## src/hdl/bgs_pkg.sv

```systemverilog
// ----------------------------------------------------------------------------
// bgs_pkg
// Types, register codes, reset values and the lamp table shared by the
// barrier gate sequencer.
// ----------------------------------------------------------------------------
package bgs_pkg;

    localparam int PULSE_W = 16;
    localparam int STEP_W  = 10;
    localparam int LAMP_W  = 4;
    localparam int PHASE_W = 4;
    localparam int CFG_IDX_W = 2;

    localparam logic [PULSE_W-1:0] PULSE_UP_RST   = 16'd4200;
    localparam logic [PULSE_W-1:0] PULSE_DOWN_RST = 16'd2750;
    localparam logic [STEP_W-1:0]  RAMP_STEP_RST  = 10'd10;
    localparam logic [PULSE_W-1:0] PULSE_MAX      = 16'hFFFF;

    typedef enum logic [CFG_IDX_W-1:0] {
        CFG_PULSE_UP   = 2'd0,
        CFG_PULSE_DOWN = 2'd1,
        CFG_RAMP_STEP  = 2'd2
    } cfg_index_t;

    typedef enum logic [PHASE_W-1:0] {
        PH_IDLE        = 4'd0,
        PH_ENTRY_OPEN  = 4'd1,
        PH_EXIT_OPEN   = 4'd2,
        PH_ENTRY_RAISE = 4'd3,
        PH_EXIT_RAISE  = 4'd4,
        PH_ENTRY_PASS  = 4'd5,
        PH_EXIT_PASS   = 4'd6,
        PH_ENTRY_CLEAR = 4'd7,
        PH_EXIT_CLEAR  = 4'd8,
        PH_LOWER       = 4'd9
    } phase_t;

    typedef struct packed {
        logic action;
        logic sensor_entry;
        logic sensor_exit;
    } bgs_in_t;

    typedef struct packed {
        logic [PULSE_W-1:0] pulse_width;
        logic [LAMP_W-1:0]  lamp_bits;
        logic [PHASE_W-1:0] gate_phase;
    } bgs_out_t;

    typedef struct packed {
        logic [PULSE_W-1:0] pulse_up;
        logic [PULSE_W-1:0] pulse_down;
        logic [STEP_W-1:0]  ramp_step;
    } bgs_cfg_t;

    function automatic logic [LAMP_W-1:0] table_lamps(input phase_t ph);
        logic [LAMP_W-1:0] lamps;
        case (ph)
            PH_IDLE:        lamps = 4'h9;
            PH_ENTRY_OPEN:  lamps = 4'h8;
            PH_EXIT_OPEN:   lamps = 4'h1;
            PH_ENTRY_RAISE: lamps = 4'h8;
            PH_EXIT_RAISE:  lamps = 4'h1;
            PH_ENTRY_PASS:  lamps = 4'h8;
            PH_EXIT_PASS:   lamps = 4'h1;
            PH_ENTRY_CLEAR: lamps = 4'h8;
            PH_EXIT_CLEAR:  lamps = 4'h1;
            PH_LOWER:       lamps = 4'h0;
            default:        lamps = 4'h0;
        endcase
        return lamps;
    endfunction

endpackage

```

## src/hdl/bgs_cfg_regs.sv

```systemverilog
// ----------------------------------------------------------------------------
// bgs_cfg_regs
// Holds the pulse limits and the ramp step written through the config port.
// ----------------------------------------------------------------------------
module bgs_cfg_regs (
    input  logic                           clk,
    input  logic                           rst_n,
    input  logic                           cfg_we,
    input  logic [bgs_pkg::CFG_IDX_W-1:0]  cfg_index,
    input  logic [bgs_pkg::PULSE_W-1:0]    cfg_data,
    output bgs_pkg::bgs_cfg_t              cfg
);
    import bgs_pkg::*;

    bgs_cfg_t cfg_reg;

    always_ff @(posedge clk or negedge rst_n)
    begin
        if (!rst_n)
        begin
            cfg_reg.pulse_up   <= PULSE_UP_RST;
            cfg_reg.pulse_down <= PULSE_DOWN_RST;
            cfg_reg.ramp_step  <= RAMP_STEP_RST;
        end
        else if (cfg_we)
        begin
            case (cfg_index)
                CFG_PULSE_UP:   cfg_reg.pulse_up   <= cfg_data;
                CFG_PULSE_DOWN: cfg_reg.pulse_down <= cfg_data;
                CFG_RAMP_STEP:  cfg_reg.ramp_step  <= cfg_data[STEP_W-1:0];
                default:        ;
            endcase
        end
    end

    assign cfg = cfg_reg;

endmodule

```

## src/hdl/bgs_core.sv

```systemverilog
// ----------------------------------------------------------------------------
// bgs_core
// Phase, pulse, lamp and blink state with the per-tick update logic.
// ----------------------------------------------------------------------------
module bgs_core (
    input  logic               clk,
    input  logic               rst_n,
    input  logic               step_en,
    input  bgs_pkg::bgs_in_t   item,
    input  bgs_pkg::bgs_cfg_t  cfg,
    output bgs_pkg::bgs_out_t  result
);
    import bgs_pkg::*;

    phase_t               phase_reg, phase_next;
    logic [PULSE_W-1:0]   pulse_reg, pulse_next;
    logic [LAMP_W-1:0]    lamps_reg, lamps_next;
    logic                 blink_entry_reg, blink_entry_next;
    logic                 blink_exit_reg, blink_exit_next;

    logic [PULSE_W:0]     ramp_sum;
    logic [PULSE_W-1:0]   ramp_up;
    logic [PULSE_W-1:0]   ramp_down;
    logic [PULSE_W-1:0]   step_ext;
    logic                 far_sensor;
    logic                 raise_done;
    logic                 lower_done;

    assign step_ext   = {{(PULSE_W-STEP_W){1'b0}}, cfg.ramp_step};
    assign ramp_sum   = {1'b0, pulse_reg} + {1'b0, step_ext};
    assign ramp_up    = ramp_sum[PULSE_W] ? PULSE_MAX : ramp_sum[PULSE_W-1:0];
    assign ramp_down  = (pulse_reg > step_ext) ? (pulse_reg - step_ext) : '0;
    assign far_sensor = (phase_reg == PH_ENTRY_RAISE) ? item.sensor_exit
                                                      : item.sensor_entry;
    assign raise_done = (ramp_up >= cfg.pulse_up) || far_sensor;
    assign lower_done = (ramp_down <= cfg.pulse_down);

    always_comb
    begin
        phase_next = phase_reg;
        if (!item.action)
        begin
            case (phase_reg)
                PH_IDLE:
                begin
                    if (item.sensor_exit)
                        phase_next = PH_EXIT_OPEN;
                    else if (item.sensor_entry)
                        phase_next = PH_ENTRY_OPEN;
                end
                PH_ENTRY_OPEN:  phase_next = PH_ENTRY_RAISE;
                PH_EXIT_OPEN:   phase_next = PH_EXIT_RAISE;
                PH_ENTRY_RAISE: if (raise_done) phase_next = PH_ENTRY_PASS;
                PH_EXIT_RAISE:  if (raise_done) phase_next = PH_EXIT_PASS;
                PH_ENTRY_PASS:  if (!item.sensor_entry) phase_next = PH_ENTRY_CLEAR;
                PH_EXIT_PASS:   if (!item.sensor_exit) phase_next = PH_EXIT_CLEAR;
                PH_ENTRY_CLEAR: if (!item.sensor_exit) phase_next = PH_LOWER;
                PH_EXIT_CLEAR:  if (!item.sensor_entry) phase_next = PH_LOWER;
                PH_LOWER:       if (lower_done) phase_next = PH_IDLE;
                default:        phase_next = PH_IDLE;
            endcase
        end
    end

    always_comb
    begin
        pulse_next       = pulse_reg;
        lamps_next       = lamps_reg;
        blink_entry_next = blink_entry_reg;
        blink_exit_next  = blink_exit_reg;
        if (item.action)
        begin
            case (phase_reg)
                PH_ENTRY_OPEN, PH_ENTRY_RAISE, PH_ENTRY_PASS, PH_ENTRY_CLEAR:
                begin
                    blink_entry_next = !blink_entry_reg;
                    lamps_next = {lamps_reg[3], !blink_entry_reg, lamps_reg[1:0]};
                end
                PH_EXIT_OPEN, PH_EXIT_RAISE, PH_EXIT_PASS, PH_EXIT_CLEAR:
                begin
                    blink_exit_next = !blink_exit_reg;
                    lamps_next = {!blink_exit_reg, lamps_reg[2:0]};
                end
                default:
                begin
                    lamps_next       = table_lamps(phase_reg);
                    blink_entry_next = 1'b0;
                    blink_exit_next  = 1'b0;
                end
            endcase
        end
        else
        begin
            lamps_next = table_lamps(phase_reg);
            case (phase_reg)
                PH_IDLE:        pulse_next = cfg.pulse_down;
                PH_ENTRY_RAISE,
                PH_EXIT_RAISE:  pulse_next = raise_done ? cfg.pulse_up : ramp_up;
                PH_LOWER:       pulse_next = lower_done ? cfg.pulse_down : ramp_down;
                default:        pulse_next = pulse_reg;
            endcase
        end
    end

    always_ff @(posedge clk or negedge rst_n)
    begin
        if (!rst_n)
        begin
            phase_reg       <= PH_IDLE;
            pulse_reg       <= PULSE_DOWN_RST;
            lamps_reg       <= '0;
            blink_entry_reg <= 1'b0;
            blink_exit_reg  <= 1'b0;
        end
        else if (step_en)
        begin
            phase_reg       <= phase_next;
            pulse_reg       <= pulse_next;
            lamps_reg       <= lamps_next;
            blink_entry_reg <= blink_entry_next;
            blink_exit_reg  <= blink_exit_next;
        end
    end

    assign result.pulse_width = pulse_next;
    assign result.lamp_bits   = lamps_next;
    assign result.gate_phase  = phase_next;

endmodule

```

## src/hdl/barrier_gate_sequencer.sv

```systemverilog
// ----------------------------------------------------------------------------
// barrier_gate_sequencer
// Ten-phase barrier gate controller: one tick in, one status transfer out.
//
//   channel | direction | handshake              | payload
//   --------+-----------+------------------------+------------------------
//   in      | input     | in_valid / in_ready    | action, sensor levels
//   out     | output    | out_valid / out_ready  | pulse, lamps, phase
//   cfg     | input     | cfg_we                 | cfg_index, cfg_data
//
// One tick per cycle sustained while out_ready holds; a tick goes from the
// input register to the result register, with the state update between.
// Reset puts the phase at idle, the pulse at 2750 and the limits at defaults.
// A stalled result holds the result register; the input register then
// holds one more tick before in_ready drops.
// ----------------------------------------------------------------------------
module barrier_gate_sequencer (
    input  logic                           clk,
    input  logic                           rst_n,
    input  logic                           in_valid,
    output logic                           in_ready,
    input  bgs_pkg::bgs_in_t               in_data,
    output logic                           out_valid,
    input  logic                           out_ready,
    output bgs_pkg::bgs_out_t              out_data,
    input  logic                           cfg_we,
    input  logic [bgs_pkg::CFG_IDX_W-1:0]  cfg_index,
    input  logic [bgs_pkg::PULSE_W-1:0]    cfg_data
);
    import bgs_pkg::*;

    bgs_cfg_t  cfg;
    bgs_in_t   in_data_reg;
    logic      in_valid_reg;
    bgs_out_t  out_data_reg;
    logic      out_valid_reg;
    bgs_out_t  result;
    logic      advance;

    assign advance  = in_valid_reg && (!out_valid_reg || out_ready);
    assign in_ready = !in_valid_reg || advance;

    bgs_cfg_regs u_cfg (
        .clk       (clk),
        .rst_n     (rst_n),
        .cfg_we    (cfg_we),
        .cfg_index (cfg_index),
        .cfg_data  (cfg_data),
        .cfg       (cfg)
    );

    bgs_core u_core (
        .clk     (clk),
        .rst_n   (rst_n),
        .step_en (advance),
        .item    (in_data_reg),
        .cfg     (cfg),
        .result  (result)
    );

    always_ff @(posedge clk or negedge rst_n)
    begin
        if (!rst_n)
        begin
            in_valid_reg  <= 1'b0;
            out_valid_reg <= 1'b0;
        end
        else
        begin
            if (in_ready)
                in_valid_reg <= in_valid;
            if (advance)
                out_valid_reg <= 1'b1;
            else if (out_ready)
                out_valid_reg <= 1'b0;
        end
    end

    always_ff @(posedge clk)
    begin
        if (in_ready && in_valid)
            in_data_reg <= in_data;
        if (advance)
            out_data_reg <= result;
    end

    assign out_valid = out_valid_reg;
    assign out_data  = out_data_reg;

endmodule

```

## config.mk

```make
export PLATFORM = sky130hd
export DESIGN_NAME = barrier_gate_sequencer
export DESIGN_NICKNAME = d
export VERILOG_FILES = /design/src/hdl/bgs_pkg.sv /design/src/hdl/bgs_cfg_regs.sv /design/src/hdl/bgs_core.sv /design/src/hdl/barrier_gate_sequencer.sv
export SDC_FILE = /design/constraint.sdc
export NUM_CORES = 1
export LEC_CHECK = 0
export ABC_AREA = 1
export CORE_ASPECT_RATIO = 1.5
export CORE_MARGIN = 4
export CORE_UTILIZATION = 52
export CTS_CLUSTER_SIZE = 16
export DETAILED_ROUTE_END_ITERATION = 12
export DONT_BUFFER_PORTS = 1
export GPL_TIMING_DRIVEN = 1
export PLACE_DENSITY = 0.7
export SYNTH_ARGS = -nofsm -noshare
export SYNTH_HDL_FRONTEND = slang
export SYNTH_SLANG_ARGS = --single-unit
```

## constraint.sdc

```tcl
create_clock -name clk -period 8.86 [get_ports clk]
set_input_delay 0.886 -clock clk [delete_from_list [all_inputs] [get_ports clk]]
set_output_delay 0.886 -clock clk [all_outputs]
set_load 0.01 [all_outputs]
```

---- Word-level counts from Yosys, hierarchy flattened ----
Memories as Yosys holds them, arrays and structs flattened.
Index checks and enable logic that the tools add are counted.
Widths: inputs -> output; s select.
word-level totals
  bits of input ports ..................... 26
  output and inout bits ................... 26
  bits in registers ....................... 97
  logic and storage cells ................. 80
  ROM bits ................................ 64
  memories ................................ 2
memory list
  name              words  bits a word  read ports  clocked after Yosys merged registers in  wr ports  RTL line       RTL
  (name not given)  16     2            1           0                                        0         bgs_pkg.sv:58  case (ph)
  (name not given)  16     2            1           0                                        0         bgs_pkg.sv:58
cells by class
  reductions and logical operators ........ 20
  bitwise gates (word level) .............. 2
  eq/ne operators ......................... 11
  muxes and demuxes ....................... 24
  magnitude comparators ................... 3
  add/sub/neg operators ................... 2
operators with widths
  cell                count
  $mux 16             5
  $pmux 16 s3         1
  $mux 4              11
  $pmux 4 s10         1
  $add 16x10->17      1
  $eq 4x3->1 const B  4
  $ge 16x16->1        1
  $gt 16x10->1        1
  $le 16x16->1        1
  $sub 16x10->16      1
  $eq 4x2->1 const B  2
  $eq 4x4->1 const B  2
  $pmux 4 s2          1
  $reduce_or 4->1     2
  $reduce_and 2->1    3
  $reduce_and 3->1    2
  $eq 4x1->1 const B  1
  $logic_not 1->1     4
  $logic_not 4->1     1
  $pmux 1 s2          2
  $logic_or 1x1->1    3
  $mux 1              3
  $eq 2x1->1 const B  1
  $eq 2x2->1 const B  1
  other kinds (5)     7

---- Logic depth before layout (Yosys ltp) ----
  depth in word-level cells ............... 7
  depth in mapped cells ................... 30
  gate-level depth less buffers ........... 29

---- Hierarchy ----
Synthesis repeated with hierarchy kept, for this count alone.
second synthesis, totals
  cell total of the unflattened synthesis .. 1111
  area total of the unflattened synthesis .. 7671.1 µm²
by module, submodules not included
  module                  instances  cells each  sequential area each (µm²)  area each (µm²)
  bgs_core                1          885         660.6                       4992.3
  bgs_cfg_regs            1          187         1068.5                      1773.0
  barrier_gate_sequencer  1          39          860.8                       905.9

---- Worst setup path after synthesis ----
No wires, ideal clock.
  path kind ............................... register -> register
  start ................................... reg u_cfg.cfg_reg (netlist bit u_cfg.cfg[1])
  end ..................................... reg out_data_reg (netlist bit out_data[10]) (data pin)
  stages on the path, launching flop included .. 23
  setup slack ............................. 5.427 ns
  library setup time ...................... 0.249 ns
  required time ........................... 8.611 ns
  path buffers ............................ 2
  period minus slack after synthesis ...... 3.433 ns
  arrival ................................. 3.184 ns
  cells stage by stage .................... dfstp_2 inv_1 fa_1 nand3_1 nand2_2 nand2_1 nand2_2 nand2_2 a21oi_2 buf_6 nand3_2 inv_1 ha_1 nand2_1 nor3_1 nand3_1 nand2_2 buf_1 nand2_1 nand3_2 nand3_2 nand2_1 inv_1
RTL lines
  element               RTL line                      RTL
  from (decl)           bgs_cfg_regs.sv:15            bgs_cfg_t cfg_reg;
  to (signal assigned)  barrier_gate_sequencer.sv:84  out_data_reg <= result;
  to (decl)             barrier_gate_sequencer.sv:35  bgs_out_t out_data_reg;

==> metrics.cfg <==
[run_status]
status = finished, final reports clean

[synth]
synth_ff_type = dfrtp_1
synth_seq_area_share_pct = 34.0
synth_edf_count = 27
avgSynthCellArea_sq_um = 6.87
ys_types = 50
yosysTopAreaCellShare_pct = 17.6
synthTopCellsByCount = 357 x nand2_1, 197 x inv_1, 83 x nand3_1
synth_cells = 1111
yosysMostFrequentCell = nand2_1
synthArstFlopShare_pct = 72.2
ys_warn_count = 0
ys_top_cells_by_area = nand2_1 18%, dfrtp_1 16%, edfxtp_1 11%
ys_seq_elements = 97
syn_area_sq_um = 7630
synth_largest_area_cell = nand2_1
synthesis.nets = 1191

[clocking]
cts_hold_buf = 0
clkSlewWorstSetupHoldPaths_ns = 0.08
cts.sinks = 97
cts_inserted_buffers = 9
cts_buffer_depth = 2
clock_latency_ns = 0.36
cts_resized = 0
cts.htree.levels = 3
cts_setup_buffers = 0
cts-root-buf = clkbuf_16
cts_tree = built

[sta]
skew_ns = 0.0102
slew_headroom_pct = 26.5
min_period_over_period_pct = 53.6
tightestPinTransition_ns = 1.10
fin_setup_tns_ns = 0
max_clock_freq_mhz = 211
fin_crit_ns = 4.75
hold-worst-slack_ns = 0.222
setup_ws_ns = 4.11
setup_viol = 0
slew_violations = 0
rsz0062_at_grt = false
finalHoldViolations = 0

[cells_and_area]
fin_cells = 1297
final_core_util_pct = 55.4
largest_reg_flops = 42
synthToLayoutAreaGrowth_pct = 5.04
n_fill_cell = 1444
multiInputGateArea_sq_um = 4060
nets = 1175
drive_above_1_share_pct = 9.18
seq_area_sq_um = 2590

[worst_setup_path]
endpoint = out_data[20]
critical_path_required_ns = 8.98
cp_num_buf_inv = 3
crit_arrival_ns = 4.86
cp_cell_sequence = inv_1, ha_1, nand3_1, nand2_2, nand2_1, nand2_2, nand2_2, a21oi_2, nand3_2, inv_1, ha_1, nand4_1, nor3_1, nand2_1, nand2_1, nand2_2, inv_1, o21ai_1, nand2_1, nand3_1, and2_1
path_max_fanout = 17
startpoint = u_cfg.cfg[3]
reg2reg_depth = 21
reg2reg_from = u_cfg.cfg[3]
path_class = flip-flop to flip-flop
startpoint_type = flip-flop
cp.depth = 21
slowest_stage = a21oi_2
reg2reg_to = out_data[20]
cp-end-kind = flip-flop
reg2reg_slack_ns = 4.11
crit_path_max_incr_delay_ns = 0.62
crit_family = simple AND/OR/NAND/NOR gates

[floorplanning]
initial_core_util_pct = 52.8
core_area_sq_um = 14500
dieHeight_um = 156
die_area_sq_um = 16700
row_count = 54
io_pins = 52
die_x_um = 107

[route]
vias = 6855
routed_via_density = 5.29
wl_per_cell_um = 15.7
drt_iter0_drc = 518
ant_nets = 0
drt-pass1-iter-count = 5
drc_errors = 0
drt_wl_total_um = 20400

[global_route]
grt-ovfl-total = 0
grt_max_degree = 71
grt_first_pass_wirelength_um = 33200
grt_pass1_vias = 6647
antenna_found_initial = 1
grt_usage_pct = 25.2

[power_and_ir_drop]
p_leak_nw = 4.35
power.density_nw_per_um2 = 396
peakVddDrop_mv = 0.187

[placed_design]
gp_congestion = 1.01
dpl.cell_count = 1280
pre_cts_ws_ns = 4.18
io_buffer_count = 0
dp_hpwl_um = 16000

[run]
maxCapViolations = 0

[min_path]
hp-class = input port to async pin

[final cells by class]
| type | instances | share of cell area (%) |
|---|---|---|
| Sequential cell | 97 | 32.3 |
| Multi-Input combinational cell | 776 | 50.7 |
| Timing Repair Buffer | 1 | 0.0937 |
| Antenna cell | 1 | 0.0312 |
| Clock buffer | 9 | 2.81 |
| Inverter | 210 | 9.88 |
| Clock inverter | 7 | 1.08 |
| Tap cell | 196 | 3.06 |
[layer usage]
| layer | wire (um) | up-vias | GRT usage, % |
|---|---|---|---|
| li1 | - | 3447 | - |
| met1 | 8520 | 3111 | 31.8 |
| met2 | 9590 | 224 | 42.4 |
| met3 | 1270 | 73 | 4.00 |
| met4 | 993 | 0 | 11.7 |
| met5 | 0 | - | 0 |
[worst min-delay path by stage]
stage                   startpoint             endpoint  cells past startpoint
4_1_cts                      rst_n  u_core.lamps_reg[1]                      0
6_report                     rst_n        u_cfg.cfg[30]                      0
3_3_place_gp   u_core.lamps_reg[2]  u_core.lamps_reg[2]                      2
3_5_place_dp   u_core.lamps_reg[2]  u_core.lamps_reg[2]                      2
5_1_grt                      rst_n        u_cfg.cfg[28]                      0
2_1_floorplan  u_core.lamps_reg[2]  u_core.lamps_reg[2]                      2
[metrics by stage]
| step | total power [mW] | instance area (sq um) |
|---|---|---|
| floorplan | 2.29 | 7630 |
| global placement | 2.71 | 7700 |
| detailed placement | 2.72 | 7700 |
| CTS | 3.15 | 8010 |
| global route | 3.48 | 8010 |
| finish | 3.17 | 8010 |
[power by group]
part	leakage, nW	internal, mW	switching, mW
clock	0.149	0.225	0.193
combinational	3.11	0.640	1.32
sequential	1.10	0.638	0.152
total	4.35	1.50	1.67
[logic make-up (layout without fill, tap and decap cells)]
group | after synthesis | after routing | share of synthesized area [%]
AO/OA/AOI/OAI | 133 | 133 | 9.30
XOR/XNOR | 9 | 9 | 1.03
adder cells (fa/ha/maj) | 54 | 54 | 9.05
buffers and inverters | 238 | 227 | 12.8
flip-flops | 97 | 97 | 34.0
multiplexers | 1 | 1 | 0.148
other | 0 | 1 | 0
AND/OR/NAND/NOR | 579 | 579 | 33.7
[worst register-to-register path, delay by kind of cell (launching register included)]
kind | cells | cell delay, ns
buffers and inverters | 3 | 0.66
AOI/OAI and AO/OA | 2 | 0.77
adders and majority gates | 2 | 0.58
and+or+nand+nor | 14 | 1.97
DFF | 1 | 0.55
[cells in the final DEF, fill, tap and decap left out, types with 2 or more instances in the layout]
cell type	count
inv_6	2
nand2_1	357
clkinv_1	4
inv_2	8
or2_1	6
o21bai_1	3
edfxtp_1	27
clkbuf_16	9
and2_1	3
o21ai_0	59
nand3_2	21
nor3_1	7
nor2_1	62
nand4_1	11
dfstp_2	22
o21ai_1	2
nor2_2	5
nand2_2	15
nand3_1	83
ha_1	52
or2_2	3
a21oi_1	56
dfrtp_1	48
inv_1	197
a31oi_1	2
fa_1	2
xor2_1	9
(Power assumes the default switching activity.)
